## src/hdl/edrt_pkg.sv

```systemverilog
package edrt_pkg;

    // request kinds carried in s_tuser
    localparam logic [1:0] ACT_CHS_READ   = 2'd0;
    localparam logic [1:0] ACT_CHS_VERIFY = 2'd1;
    localparam logic [1:0] ACT_EXT_READ   = 2'd2;
    localparam logic [1:0] ACT_EXT_VERIFY = 2'd3;

    // configuration register indexes
    localparam int CFG_IDX_W = 3;
    localparam logic [CFG_IDX_W-1:0] CFG_EMULATION_ON      = 3'd0;
    localparam logic [CFG_IDX_W-1:0] CFG_DRIVE_NUMBER      = 3'd1;
    localparam logic [CFG_IDX_W-1:0] CFG_SECTORS_PER_TRACK = 3'd2;
    localparam logic [CFG_IDX_W-1:0] CFG_CYLINDER_COUNT    = 3'd3;
    localparam logic [CFG_IDX_W-1:0] CFG_HEAD_COUNT        = 3'd4;
    localparam logic [CFG_IDX_W-1:0] CFG_IMAGE_BASE        = 3'd5;

    localparam logic STATUS_OK      = 1'b0;
    localparam logic STATUS_INVALID = 1'b1;

    // mask bits of the pieces of a split read
    localparam int PIECE_HEAD = 0;
    localparam int PIECE_MID  = 1;
    localparam int PIECE_TAIL = 2;

    // one request after the split, ready for the result expander
    typedef struct packed {
        logic [2:0]  mask;      // pieces still to issue; zero means status only
        logic        status;
        logic [31:0] head_lba;
        logic [31:0] mid_lba;
        logic [1:0]  skip;
        logic [1:0]  take;
        logic [13:0] mid;
        logic [1:0]  tail;
    } split_t;

    typedef struct packed {
        logic        is_command;
        logic [31:0] medium_lba;
        logic [13:0] medium_count;
        logic        via_bounce;
        logic [1:0]  skip_quarters;
        logic [1:0]  copy_quarters;
        logic        status;
        logic        last;
    } result_t;

endpackage

```

## src/hdl/edrt_expander.sv

```systemverilog
module edrt_expander (
    input  logic             aclk,
    input  logic             aresetn,
    input  logic             in_valid,
    output logic             in_ready,
    input  edrt_pkg::split_t in_item,
    output logic             out_valid,
    input  logic             out_ready,
    output edrt_pkg::result_t out_res
);

    logic             valid_reg, valid_next;
    logic [2:0]       mask_reg, mask_next;
    logic             status_reg;
    logic [31:0]      head_lba_reg, mid_lba_reg, tail_lba_reg;
    logic [1:0]       before_reg, take_reg, tail_reg;
    logic [13:0]      mid_reg;
    logic             last;
    logic             load;

    assign last      = (mask_reg & (mask_reg - 3'd1)) == 3'd0;
    assign in_ready  = !valid_reg || (out_ready && last);
    assign load      = in_valid && in_ready;
    assign out_valid = valid_reg;

    always_comb begin
        valid_next = valid_reg;
        mask_next  = mask_reg;
        if (load) begin
            valid_next = 1'b1;
            mask_next  = in_item.mask;
        end else if (valid_reg && out_ready) begin
            if (last) begin
                valid_next = 1'b0;
            end else begin
                mask_next = mask_reg & (mask_reg - 3'd1);
            end
        end
    end

    always_ff @(posedge aclk) begin
        if (!aresetn) begin
            valid_reg <= 1'b0;
            mask_reg  <= 3'd0;
        end else begin
            valid_reg <= valid_next;
            mask_reg  <= mask_next;
        end
    end

    always_ff @(posedge aclk) begin
        if (load) begin
            status_reg   <= in_item.status;
            head_lba_reg <= in_item.head_lba;
            mid_lba_reg  <= in_item.mid_lba;
            tail_lba_reg <= in_item.mid_lba + {18'd0, in_item.mid};
            before_reg   <= in_item.skip;
            take_reg     <= in_item.take;
            mid_reg      <= in_item.mid;
            tail_reg     <= in_item.tail;
        end
    end

    // lowest pending piece goes out first
    always_comb begin
        out_res = '0;
        out_res.last = last;
        if (mask_reg[edrt_pkg::PIECE_HEAD]) begin
            out_res.is_command    = 1'b1;
            out_res.medium_lba    = head_lba_reg;
            out_res.medium_count  = 14'd1;
            out_res.via_bounce    = 1'b1;
            out_res.skip_quarters = before_reg;
            out_res.copy_quarters = take_reg;
        end else if (mask_reg[edrt_pkg::PIECE_MID]) begin
            out_res.is_command   = 1'b1;
            out_res.medium_lba   = mid_lba_reg;
            out_res.medium_count = mid_reg;
        end else if (mask_reg[edrt_pkg::PIECE_TAIL]) begin
            out_res.is_command    = 1'b1;
            out_res.medium_lba    = tail_lba_reg;
            out_res.medium_count  = 14'd1;
            out_res.via_bounce    = 1'b1;
            out_res.copy_quarters = tail_reg;
        end else begin
            out_res.status = status_reg;
        end
    end

endmodule

```

## src/hdl/emulated_disk_read_translator.sv

```systemverilog
// Read-request translator for a 512-byte-sector disk emulated on 2048-byte
// medium sectors.
// s_* : one request per transfer. s_tuser carries the action, s_tdata the
//       drive, CHS address, count and extended LBA.
// m_* : one to three results per request: head bounce read, aligned middle
//       read, tail bounce read, or a single status result. m_tlast marks the
//       final result of a request; status is only meaningful there.
// cfg_* : register writes (index, data); always ready. The user must write
//         them only while idle; the block itself does not enforce this.
// Pipeline: stage registers geometry product, sector product, LBA select,
// split and base add, the first loaded by the input transfer; then the
// result register.
// Throughput: one request per cycle while each gives one result and m_tready
// is high; a request with more results holds the result register to its last.
// Stalls: m_tready low freezes the result register and the pipeline fills
// behind it; s_tready drops only once every stage holds a request.
// Reset: synchronous active-low aresetn empties the pipeline and clears all
// configuration registers, which disables emulation.
module emulated_disk_read_translator (
    input  logic        aclk,
    input  logic        aresetn,
    input  logic        s_tvalid,
    output logic        s_tready,
    // drive[7:0] cylinder[17:8] head[25:18] sector[31:26] count[47:32]
    // ext_lba[79:48] ext_lba_high_set[80], zero fill above
    input  logic [87:0] s_tdata,
    // action[1:0]
    input  logic [1:0]  s_tuser,
    output logic        m_tvalid,
    input  logic        m_tready,
    // medium_lba[31:0] medium_count[45:32] via_bounce[46] skip_quarters[48:47]
    // copy_quarters[50:49] status[51], zero fill above
    output logic [55:0] m_tdata,
    // is_command[0]
    output logic [0:0]  m_tuser,
    output logic        m_tlast,
    input  logic        cfg_valid,
    output logic        cfg_ready,
    input  logic [2:0]  cfg_index,
    input  logic [31:0] cfg_data
);

    // configuration
    logic        emulation_on_reg;
    logic [7:0]  drive_number_reg;
    logic [5:0]  sectors_per_track_reg;
    logic [10:0] cylinder_count_reg;
    logic [8:0]  head_count_reg;
    logic [31:0] image_base_reg;

    assign cfg_ready = 1'b1;

    always_ff @(posedge aclk) begin
        if (!aresetn) begin
            emulation_on_reg      <= 1'b0;
            drive_number_reg      <= 8'd0;
            sectors_per_track_reg <= 6'd0;
            cylinder_count_reg    <= 11'd0;
            head_count_reg        <= 9'd0;
            image_base_reg        <= 32'd0;
        end else if (cfg_valid && cfg_ready) begin
            unique case (cfg_index)
                edrt_pkg::CFG_EMULATION_ON:      emulation_on_reg      <= cfg_data[0];
                edrt_pkg::CFG_DRIVE_NUMBER:      drive_number_reg      <= cfg_data[7:0];
                edrt_pkg::CFG_SECTORS_PER_TRACK: sectors_per_track_reg <= cfg_data[5:0];
                edrt_pkg::CFG_CYLINDER_COUNT:    cylinder_count_reg    <= cfg_data[10:0];
                edrt_pkg::CFG_HEAD_COUNT:        head_count_reg        <= cfg_data[8:0];
                edrt_pkg::CFG_IMAGE_BASE:        image_base_reg        <= cfg_data;
                default: ;
            endcase
        end
    end

    // input unpack
    logic [1:0]  in_action;
    logic [7:0]  in_drive;
    logic [9:0]  in_cylinder;
    logic [7:0]  in_head;
    logic [5:0]  in_sector;
    logic [15:0] in_count;
    logic [31:0] in_ext_lba;
    logic        in_high;

    assign in_action   = s_tuser;
    assign in_drive    = s_tdata[7:0];
    assign in_cylinder = s_tdata[17:8];
    assign in_head     = s_tdata[25:18];
    assign in_sector   = s_tdata[31:26];
    assign in_count    = s_tdata[47:32];
    assign in_ext_lba  = s_tdata[79:48];
    assign in_high     = s_tdata[80];

    // request checks: a status-only outcome is settled here
    logic is_chs;
    logic status_only;
    logic status_val;
    logic geom_bad;

    assign is_chs   = (in_action == edrt_pkg::ACT_CHS_READ)
                   || (in_action == edrt_pkg::ACT_CHS_VERIFY);
    assign geom_bad = (in_sector > sectors_per_track_reg)
                   || ({1'b0, in_cylinder} >= cylinder_count_reg)
                   || ({1'b0, in_head} >= head_count_reg);

    always_comb begin
        status_only = 1'b0;
        status_val  = edrt_pkg::STATUS_OK;
        if (!emulation_on_reg || in_drive != drive_number_reg) begin
            status_only = 1'b1;
            status_val  = edrt_pkg::STATUS_INVALID;
        end else if (is_chs) begin
            if (in_count[7:0] == 8'd0) begin
                status_only = 1'b1;
            end else if (geom_bad) begin
                status_only = 1'b1;
                status_val  = edrt_pkg::STATUS_INVALID;
            end else if (in_action == edrt_pkg::ACT_CHS_VERIFY) begin
                status_only = 1'b1;
            end
        end else if (in_high) begin
            status_only = 1'b1;
            status_val  = edrt_pkg::STATUS_INVALID;
        end else if (in_action == edrt_pkg::ACT_EXT_VERIFY) begin
            status_only = 1'b1;
        end
    end

    // stage enables
    logic a_valid_reg, b_valid_reg, c_valid_reg, d_valid_reg;
    logic en_a, en_b, en_c, en_d;
    logic exp_ready;

    assign en_d     = !d_valid_reg || exp_ready;
    assign en_c     = !c_valid_reg || en_d;
    assign en_b     = !b_valid_reg || en_c;
    assign en_a     = !a_valid_reg || en_b;
    assign s_tready = en_a;

    always_ff @(posedge aclk) begin
        if (!aresetn) begin
            a_valid_reg <= 1'b0;
            b_valid_reg <= 1'b0;
            c_valid_reg <= 1'b0;
            d_valid_reg <= 1'b0;
        end else begin
            if (en_a) a_valid_reg <= s_tvalid;
            if (en_b) b_valid_reg <= a_valid_reg;
            if (en_c) c_valid_reg <= b_valid_reg;
            if (en_d) d_valid_reg <= c_valid_reg;
        end
    end

    // stage A: cylinder * head_count
    logic        a_so_reg, a_st_reg, a_chs_reg;
    logic [7:0]  a_head_reg;
    logic [5:0]  a_sector_reg;
    logic [15:0] a_count_reg;
    logic [31:0] a_elba_reg;
    logic [18:0] a_p1_reg;
    logic [18:0] p1_next;

    assign p1_next = {9'd0, in_cylinder} * {10'd0, head_count_reg};

    always_ff @(posedge aclk) begin
        if (en_a) begin
            a_so_reg     <= status_only;
            a_st_reg     <= status_val;
            a_chs_reg    <= is_chs;
            a_head_reg   <= in_head;
            a_sector_reg <= in_sector;
            a_count_reg  <= in_count;
            a_elba_reg   <= in_ext_lba;
            a_p1_reg     <= p1_next;
        end
    end

    // stage B: (product + head) * sectors_per_track
    logic        b_so_reg, b_st_reg, b_chs_reg;
    logic [5:0]  b_sector_reg;
    logic [15:0] b_count_reg;
    logic [31:0] b_elba_reg;
    logic [25:0] b_p2_reg;
    logic [19:0] track_next;
    logic [25:0] p2_next;

    assign track_next = {1'b0, a_p1_reg} + {12'd0, a_head_reg};
    assign p2_next    = {6'd0, track_next} * {20'd0, sectors_per_track_reg};

    always_ff @(posedge aclk) begin
        if (en_b) begin
            b_so_reg     <= a_so_reg;
            b_st_reg     <= a_st_reg;
            b_chs_reg    <= a_chs_reg;
            b_sector_reg <= a_sector_reg;
            b_count_reg  <= a_count_reg;
            b_elba_reg   <= a_elba_reg;
            b_p2_reg     <= p2_next;
        end
    end

    // stage C: virtual LBA (sector zero wraps) and sector count
    logic        c_so_reg, c_st_reg;
    logic [31:0] c_lba_reg, lba_next;
    logic [15:0] c_n_reg, n_next;

    always_comb begin
        if (b_chs_reg) begin
            lba_next = {6'd0, b_p2_reg} + {26'd0, b_sector_reg} - 32'd1;
            n_next   = {8'd0, b_count_reg[7:0]};
        end else begin
            lba_next = b_elba_reg;
            n_next   = b_count_reg;
        end
    end

    always_ff @(posedge aclk) begin
        if (en_c) begin
            c_so_reg  <= b_so_reg;
            c_st_reg  <= b_st_reg;
            c_lba_reg <= lba_next;
            c_n_reg   <= n_next;
        end
    end

    // stage D: split into head, middle and tail
    edrt_pkg::split_t d_item_reg, split_next;
    logic [1:0]  head_skip;
    logic [2:0]  room;
    logic [1:0]  take;
    logic [15:0] rest;
    logic [31:0] base_slba;

    assign head_skip = c_lba_reg[1:0];
    assign room      = 3'd4 - {1'b0, head_skip};
    assign take      = (head_skip == 2'd0) ? 2'd0
                     : (c_n_reg < {13'd0, room}) ? c_n_reg[1:0] : room[1:0];
    assign rest      = c_n_reg - {14'd0, take};
    assign base_slba = image_base_reg + {2'd0, c_lba_reg[31:2]};

    always_comb begin
        split_next          = '0;
        split_next.status   = c_st_reg;
        split_next.head_lba = base_slba;
        split_next.mid_lba  = base_slba + {31'd0, (head_skip != 2'd0)};
        split_next.skip     = head_skip;
        split_next.take     = take;
        split_next.mid      = rest[15:2];
        split_next.tail     = rest[1:0];
        if (!c_so_reg) begin
            split_next.mask[edrt_pkg::PIECE_HEAD] = head_skip != 2'd0;
            split_next.mask[edrt_pkg::PIECE_MID]  = rest[15:2] != 14'd0;
            split_next.mask[edrt_pkg::PIECE_TAIL] = rest[1:0] != 2'd0;
        end
    end

    always_ff @(posedge aclk) begin
        if (en_d) begin
            d_item_reg <= split_next;
        end
    end

    // stage E: one result per transfer
    edrt_pkg::result_t res;

    edrt_expander u_expander (
        .aclk      (aclk),
        .aresetn   (aresetn),
        .in_valid  (d_valid_reg),
        .in_ready  (exp_ready),
        .in_item   (d_item_reg),
        .out_valid (m_tvalid),
        .out_ready (m_tready),
        .out_res   (res)
    );

    assign m_tdata = {4'd0, res.status, res.copy_quarters, res.skip_quarters,
                      res.via_bounce, res.medium_count, res.medium_lba};
    assign m_tuser = res.is_command;
    assign m_tlast = res.last;

    // only the final result of a request may be other than a command
    a_nonlast_is_cmd: assert property (@(posedge aclk) disable iff (!aresetn)
        m_tvalid && !res.last |-> res.is_command)
        else $error("non-final result is not a command");

    // a failing status never rides on a command
    a_status_placement: assert property (@(posedge aclk) disable iff (!aresetn)
        m_tvalid && res.status |-> res.last && !res.is_command)
        else $error("status set on a command result");

    // a direct read carries no quarter counts
    a_direct_clean: assert property (@(posedge aclk) disable iff (!aresetn)
        m_tvalid && res.is_command && !res.via_bounce
        |-> res.skip_quarters == 2'd0 && res.copy_quarters == 2'd0
            && res.medium_count != 14'd0)
        else $error("direct read with bounce fields");

    // pipeline empties on reset
    a_reset_empty: assert property (@(posedge aclk)
        !aresetn |=> !m_tvalid && !d_valid_reg)
        else $error("valid after reset");

endmodule
```

## config.mk

```make
export PLATFORM = sky130hd
export DESIGN_NAME = emulated_disk_read_translator
export DESIGN_NICKNAME = d
export VERILOG_FILES = /design/src/hdl/edrt_pkg.sv /design/src/hdl/edrt_expander.sv /design/src/hdl/emulated_disk_read_translator.sv
export SDC_FILE = /design/constraint.sdc
export NUM_CORES = 1
export LEC_CHECK = 0
export BUFFER_PORTS_ARGS = -buffer_cell sky130_fd_sc_hd__buf_2
export CORE_UTILIZATION = 53
export DETAILED_ROUTE_END_ITERATION = 10
export PLACE_DENSITY = 0.74
export REMOVE_ABC_BUFFERS = 1
export SYNTH_ARGS = -nofsm -noshare
export SYNTH_HDL_FRONTEND = slang
export SYNTH_HIERARCHICAL = 1
export SYNTH_SLANG_ARGS = --single-unit
```

## constraint.sdc

```tcl
create_clock -name aclk -period 5.44 [get_ports aclk]
set_input_delay 1.088 -clock aclk [delete_from_list [all_inputs] [get_ports aclk]]
set_output_delay 1.088 -clock aclk [all_outputs]
set_load 0.05 [all_outputs]
```

==> results of run 1 <==
[worst reg2reg max path: cells and delay by family, from the launching register on]
kind                       cells  cell delay (ns)
DFF                            1             0.34
AOI/OAI and AO/OA              9             1.54
xor gates and xnor gates       2             0.25
and+or+nand+nor                4             0.45
buffers and inverters          7             0.78
adders and majority gates      6             2.31
[worst paths after layout]
check,from,end,slack (ns),cells after the start
worst max-delay path,a_p1_reg[0],b_p2_reg[24],-0.47,28
worst min-delay path,a_sector_reg[5],b_sector_reg[5],0.41,0
worst max register to register,a_p1_reg[0],b_p2_reg[24],-0.47,28
worst min register to register,a_sector_reg[5],b_sector_reg[5],0.41,0
[through the flow]
stage          std cells  worst slack, ns
2_1_floorplan       2608           -0.538
3_3_place_gp        3669           -0.809
3_5_place_dp        3669           -0.968
4_1_cts             3780           -0.310
5_1_grt             3802           -0.744
6_report            3807           -0.467
[final cells by class]
cell class | count | share of cell area, %
sequential | 497 | 40.4
timing repair buffer | 348 | 6.27
antenna | 5 | 0.0356
clock inverter | 38 | 1.38
clock buffer | 60 | 3.82
tap | 748 | 2.67
multi-input combinational | 1804 | 42.2
inverter | 307 | 3.30
[layout by cell type (no fill, tap or decap), drive strengths merged, types with 6 or more instances in the layout]
cell and count:
edfxtp 422, buf 348, inv 312, nand2 306
ha 188, nor2 145, fa 135, o21ai 103
a21oi 100, and2 98, xnor2 97, dfxtp 75
xor2 74, a21boi 66, clkbuf 60, nor2b 49
a21o 47, nand3 41, a22oi 34, nor3 32
nand4 25, clkinv 24, and3 23, o21a 21
nand2b 18, mux2 18, a211oi 16, o211ai 13
a31oi 12, nor4 12, mux2i 11, o21bai 11
bufinv 9, or2 9, o22ai 7, o31ai 7
a211o 6, nor4b 6
[cell families (layout without fill, tap and decap cells)]
group / Yosys count / after routing / synth area share [%]
and+or+nand+nor: 791 / 791 / 13.0
DFF: 497 / 497 / 47.5
AOI/OAI and AO/OA: 484 / 484 / 11.2
buffers and inverters: 396 / 753 / 5.16
adders and majority gates: 324 / 324 / 17.0
xor gates and xnor gates: 171 / 171 / 5.04
muxes: 29 / 29 / 1.05
other: 2 / 10 / 0.0252
[power breakdown]
part	leakage, nW	total [mW]	internal, mW	switching (mW)
Clock	0.897	3.75	2.23	1.53
Sequential	4.97	4.95	4.69	0.255
Combinational	9.01	2.16	0.895	1.27
Total	14.9	10.9	7.81	3.05
[timing repair]
action                     4_1_cts  5_1_grt
pin swaps                       74       79
setup endpoints to repair       15       16
hold buffers                     0        0
gates resized for setup         89       76
buffers inserted                14       22
[routing by layer]
layer | GRT usage (%) | routed length [um] | up-vias
met5 | 0 | 14 | -
met4 | 9.32 | 2590 | 2
met3 | 3.17 | 3530 | 159
met2 | 44.4 | 36000 | 572
met1 | 29.3 | 27400 | 9980
li1 | - | - | 9977
==> flow_metrics.env, run 1 <==
export IMPL_gr_total_overflow=0
export IMPL_gp_congestion=0.893
export IMPL_synthArstFlopShare_pct=0
export IMPL_grt_pass1_wl_mm=109
export IMPL_drv_slew=0
export IMPL_core_um2=55400
export IMPL_cp_max_fo=4
export IMPL_clock_fmax_mhz=169
export IMPL_die_area_um2=57300
export IMPL_postSynthCellCount=2694
export IMPL_multiInputGateArea_um2=14800
export IMPL_max_cap_violations=0
export IMPL_finalHoldViolCount=0
export IMPL_cts_made_buffers=52
export IMPL_io_pins=191
export IMPL_tritoncts="built"
export IMPL_hpwl_mm=51.9
export IMPL_layout_area_overhead_vs_synth_pct=17.7
export IMPL_synth_area_leaders="edfxtp_1 (42%), fa_1 (9.1%), ha_1 (7.9%), dfxtp_1 (5.0%), nand2_1 (3.8%)"
export IMPL_ys_warn_count=6
export IMPL_fin_tns_setup_ns=-3.84
export IMPL_grt_pass1_vias=21100
export IMPL_yosys_register_bits=497
export IMPL_layout_setup_ws_ns=-0.467
export IMPL_rows=86
export IMPL_dominantRegCellSynth="edfxtp_1"
export IMPL_grtUsageTotal_pct=24.4
export IMPL_synth_cell_types=100
export IMPL_report_final_setup_viol=13
export IMPL_dpl_cell_area_um2=32300
export IMPL_nets=3463
export IMPL_vdd_drop_max_mv=0.271
export IMPL_startpoint_type="flip-flop"
export IMPL_htreeDepth=2
export IMPL_max_stage_delay_ns=0.55
export IMPL_viasPerCell=5.43
export IMPL_synth_area_leader_cell="edfxtp_1"
export IMPL_cp_top_family="adder cells"
export IMPL_wl_per_cell_um=18.3
export IMPL_grt_max_degree=77
export IMPL_crit_type="flip-flop to flip-flop"
export IMPL_fin_crit_ns=5.91
export IMPL_synth_edf_count=422
export IMPL_dr_total_vias=20700
export IMPL_worstMarginPinSlew_ns=0.916
export IMPL_routed_wl_mm=69.5
export IMPL_critPathArrivalTime_ns=6.26
export IMPL_min_period_over_period_pct=109
export IMPL_yosysTopAreaCellShare_pct=42.5
export IMPL_netlist_top_cells_count="edfxtp_1 (422), nand2_1 (306), inv_1 (305), ha_1 (188), nor2_1 (144)"
export IMPL_drc=0
export IMPL_cts_sinks=497
export IMPL_nFillCells=4241
export IMPL_initial_core_util_pct=53.9
export IMPL_synth_most_common_cell="edfxtp_1"
export IMPL_root_buffer="clkbuf_16"
export IMPL_violations="negative setup slack"
export IMPL_ys_seq_area_share_pct=47.5
export IMPL_cts_buffer_depth=3
export IMPL_synthesis_area_um2=29800
export IMPL_cpMostUsedCell="o21ai_2"
export IMPL_antenna_left=0
export IMPL_syn_area_per_cell_um2=11.1
export IMPL_die_w_um=239
export IMPL_hold_worst_slack_ns=0.410
export IMPL_largest_reg_flops=88
export IMPL_worst_hold_path_type="flip-flop to flip-flop"
export IMPL_worstPathRequired_ns=5.79
export IMPL_cp_buffers_inverters=7
export IMPL_postLayoutCellArea_um2=35100
export IMPL_powerDensity_nw_per_um2=309
export IMPL_p_leak_nw=14.9
export IMPL_worst_path_max_delay_cell="fa_1"
export IMPL_clock_latency_ns=0.61
export IMPL_die_y_um=239
export IMPL_grt_antenna_before_repair=7
export IMPL_clk_pin_slew_worst_paths_ns=0.06
export IMPL_fin_skew_ns=0.0189
export IMPL_fin_util_pct=63.4
export IMPL_port_buffers=178
export IMPL_crit_path_end_kind="flip-flop"
export IMPL_outcome="finished with violations"
export IMPL_rsz0062_at_grt="yes"
export IMPL_first_iter_violations=1133
export IMPL_drive_gt1_share_pct=20.6
export IMPL_ff_latch_area_um2=14200
export IMPL_relSlewSlack_pct=38.9
export IMPL_power_mw=10.9
export IMPL_first_pass_iters=5
Note: power is estimated with default switching activity, not from simulation.
==> inputs of run 2 (changes only) <==
--- a/config.mk
+++ b/config.mk
@@ -5,10 +5,11 @@
 export SDC_FILE = /design/constraint.sdc
 export NUM_CORES = 1
 export LEC_CHECK = 0
-export BUFFER_PORTS_ARGS = -buffer_cell sky130_fd_sc_hd__buf_2
+export BUFFER_PORTS_ARGS = -buffer_cell sky130_fd_sc_hd__clkbuf_2
 export CORE_UTILIZATION = 53
 export DETAILED_ROUTE_END_ITERATION = 10
 export PLACE_DENSITY = 0.74
+export RECOVER_POWER = 25
 export REMOVE_ABC_BUFFERS = 1
 export SYNTH_ARGS = -nofsm -noshare
 export SYNTH_HDL_FRONTEND = slang
==> run 2 against run 1 <==
Net effect:
- the run ends with max-capacitance violations, max-slew violations, negative setup slack left
- via count is 0.48% lower
- combinational power about the same
- wire length fell by 1.1%
- critical path depth is 1 higher
- clock skew up 0.0076 ns
- die area unchanged
- non-clock buffer count shrank 13
- count of clock-buffer cells in the layout up 3
- highest routed layer unchanged
==> flow_metrics.env, run 2 (synthesis results as in run 1) <==
export IMPL_dr_total_vias=20600
export IMPL_regToRegSetupSlack_ns=-0.42
export IMPL_pwr_share_clk_pct=33.9
export IMPL_cts_sinks=497
export IMPL_max_cap_violations=2
export IMPL_die_area_um2=57300
export IMPL_worstHoldEndpoint="b_count_reg[6]"
export IMPL_fin_crit_ns=5.86
export IMPL_largest_reg_flops=88
export IMPL_grt_antenna_before_repair=4
export IMPL_final_cell_mix="edfxtp_1 (422), nand2_1 (301), inv_1 (292)"
export IMPL_holdCritStartpoint="a_count_reg[6]"
export IMPL_first_pass_iters=7
export IMPL_rsz0062_at_grt="yes"
export IMPL_die_w_um=239
export IMPL_gp_congestion=0.918
export IMPL_worstMarginPinSlew_ns=2.30
export IMPL_grtUsageTotal_pct=24.2
export IMPL_initial_core_util_pct=53.9
export IMPL_layout_commonest_cell="edfxtp_1"
export IMPL_r2r_end="b_p2_reg[25]"
export IMPL_nFillCells=4339
export IMPL_drive_gt1_share_pct=18.1
export IMPL_htreeDepth=2
export IMPL_grt_pass1_wl_mm=108
export IMPL_crit_path_end_kind="flip-flop"
export IMPL_r2r_cells=29
export IMPL_worst_path_max_delay_cell="fa_1"
export IMPL_multiInputGateArea_um2=14600
export IMPL_p_int_mw=7.70
export IMPL_root_buffer="clkbuf_16"
export IMPL_die_y_um=239
export IMPL_ff_latch_area_um2=14200
export IMPL_cts_made_buffers=51
export IMPL_critPathArrivalTime_ns=6.22
export IMPL_powerDensity_nw_per_um2=309
export IMPL_tritoncts="built"
export IMPL_cpMostUsedCell="buf_4"
export IMPL_vdd_drop_max_mv=0.265
export IMPL_fin_skew_ns=0.0265
export IMPL_fin_tns_setup_ns=-3.27
export IMPL_layout_area_overhead_vs_synth_pct=16.3
export IMPL_min_period_over_period_pct=108
export IMPL_viasPerCell=5.44
export IMPL_report_final_setup_viol=14
export IMPL_first_iter_violations=1161
export IMPL_fin_util_pct=62.6
export IMPL_rows=86
export IMPL_min_path_cells=0
export IMPL_port_buffers=178
export IMPL_relSlewSlack_pct=-53.4
export IMPL_layout_setup_ws_ns=-0.417
export IMPL_drv_slew=85
export IMPL_startpoint_type="flip-flop"
export IMPL_cp_max_fo=4
export IMPL_grt_pass1_vias=20800
export IMPL_io_pins=191
export IMPL_clock_fmax_mhz=171
export IMPL_clk_pin_slew_worst_paths_ns=0.06
export IMPL_outcome="finished with violations"
export IMPL_p_switching_mw=3.03
export IMPL_p_leak_nw=14.6
export IMPL_hpwl_mm=52.2
export IMPL_worst_hold_path_type="flip-flop to flip-flop"
export IMPL_worstPathRequired_ns=5.80
export IMPL_seq_power_share_pct=46.1
export IMPL_finalHoldViolCount=0
export IMPL_power_frac_comb_pct=20.0
export IMPL_max_stage_delay_ns=0.55
export IMPL_clock_latency_ns=0.61
export IMPL_p_sw_share_pct=28.2
export IMPL_antenna_left=0
export IMPL_core_um2=55400
export IMPL_drc=0
export IMPL_grt_max_degree=77
export IMPL_routed_wl_mm=68.7
export IMPL_wl_per_cell_um=18.1
export IMPL_reg2reg_from="a_head_reg[1]"
export IMPL_gr_total_overflow=0
export IMPL_violations="max-capacitance violations, max-slew violations, negative setup slack"
export IMPL_crit_type="flip-flop to flip-flop"
export IMPL_cts_buffer_depth=3
export IMPL_nets=3449
run 2: cell types whose count changed in the layout (fill, tap and decap cells not counted), sizes merged:
cell	previous run	this run
buf	348	154
clkbuf	60	244
clkinv	24	19
diode	5	1
clkinvlp	0	3
bufinv	9	7
inv	312	311
run 2: area by class of cell:
cell class / instances / area share [%]
antenna: 1 / 0.00721
clock buffer: 63 / 3.90
clock inverter: 33 / 1.16
inverter: 307 / 3.34
multi-input combinational: 1804 / 42.1
sequential: 497 / 40.9
tap: 748 / 2.70
timing repair buffer: 335 / 5.90
run 2: power groups by stage:
stage	clock network [mW]	logic [mW]	registers (mW)
after floorplan	0	1.53	4.91
after global placement	0	2.01	5.01
after detailed placement	0	2.07	5.03
after CTS	3.70	2.12	4.95
after global routing	3.86	2.36	4.98
final	3.64	2.14	4.94
run 2: worst max-delay path by stage:
| stage | start | endpoint | slack [ns] | cells past startpoint |
|---|---|---|---|---|
| detailed placement | a_head_reg[0] | b_p2_reg[25] | -1.10 | 29 |
| global placement | a_head_reg[0] | b_p2_reg[25] | -0.92 | 30 |
| finish | a_head_reg[1] | b_p2_reg[25] | -0.42 | 29 |
| CTS | a_head_reg[0] | b_p2_reg[25] | -0.40 | 30 |
| global route | a_head_reg[1] | b_p2_reg[23] | -0.65 | 30 |
| floorplan | a_head_reg[1] | b_p2_reg[25] | -0.54 | 25 |
run 2: worst max-delay path: cells and delay by family, from the launching register on:
| kind | cells | cell delay, ns |
|---|---|---|
| adders and majority gates | 5 | 2.13 |
| DFF | 1 | 0.37 |
| and+or+nand+nor | 5 | 0.52 |
| AOI/OAI and AO/OA | 9 | 1.51 |
| xor gates and xnor gates | 1 | 0.09 |
| buffers and inverters | 9 | 1.01 |
run 2: repair_timing:
action / 4_1_cts / 5_1_grt
setup endpoints to repair: 15 / 17
gates resized for setup: 77 / 46
setup buffers: 17 / 5
hold buffers: 0 / 0
pin swaps: 70 / 41
run 2: stage by stage:
stage	worst slack (ns)	hold slack (ns)	area, um2	total power [mW]	cells
after global placement	-0.915	0.402	32400	7.02	3671
after detailed placement	-1.10	0.405	32400	7.10	3671
final	-0.417	0.412	34700	10.7	3788
after floorplan	-0.538	0.400	29500	6.44	2608
after global routing	-0.653	0.419	34700	11.2	3787
after CTS	-0.402	0.414	34500	10.8	3782
run 2: routing by layer:
layer	track usage, %	wire (um)	up-vias
met3	3.45	3170	149
li1	-	-	9903
met1	28.9	27600	10000
met4	9.36	2510	8
met5	0	52	-
met2	43.7	35400	521
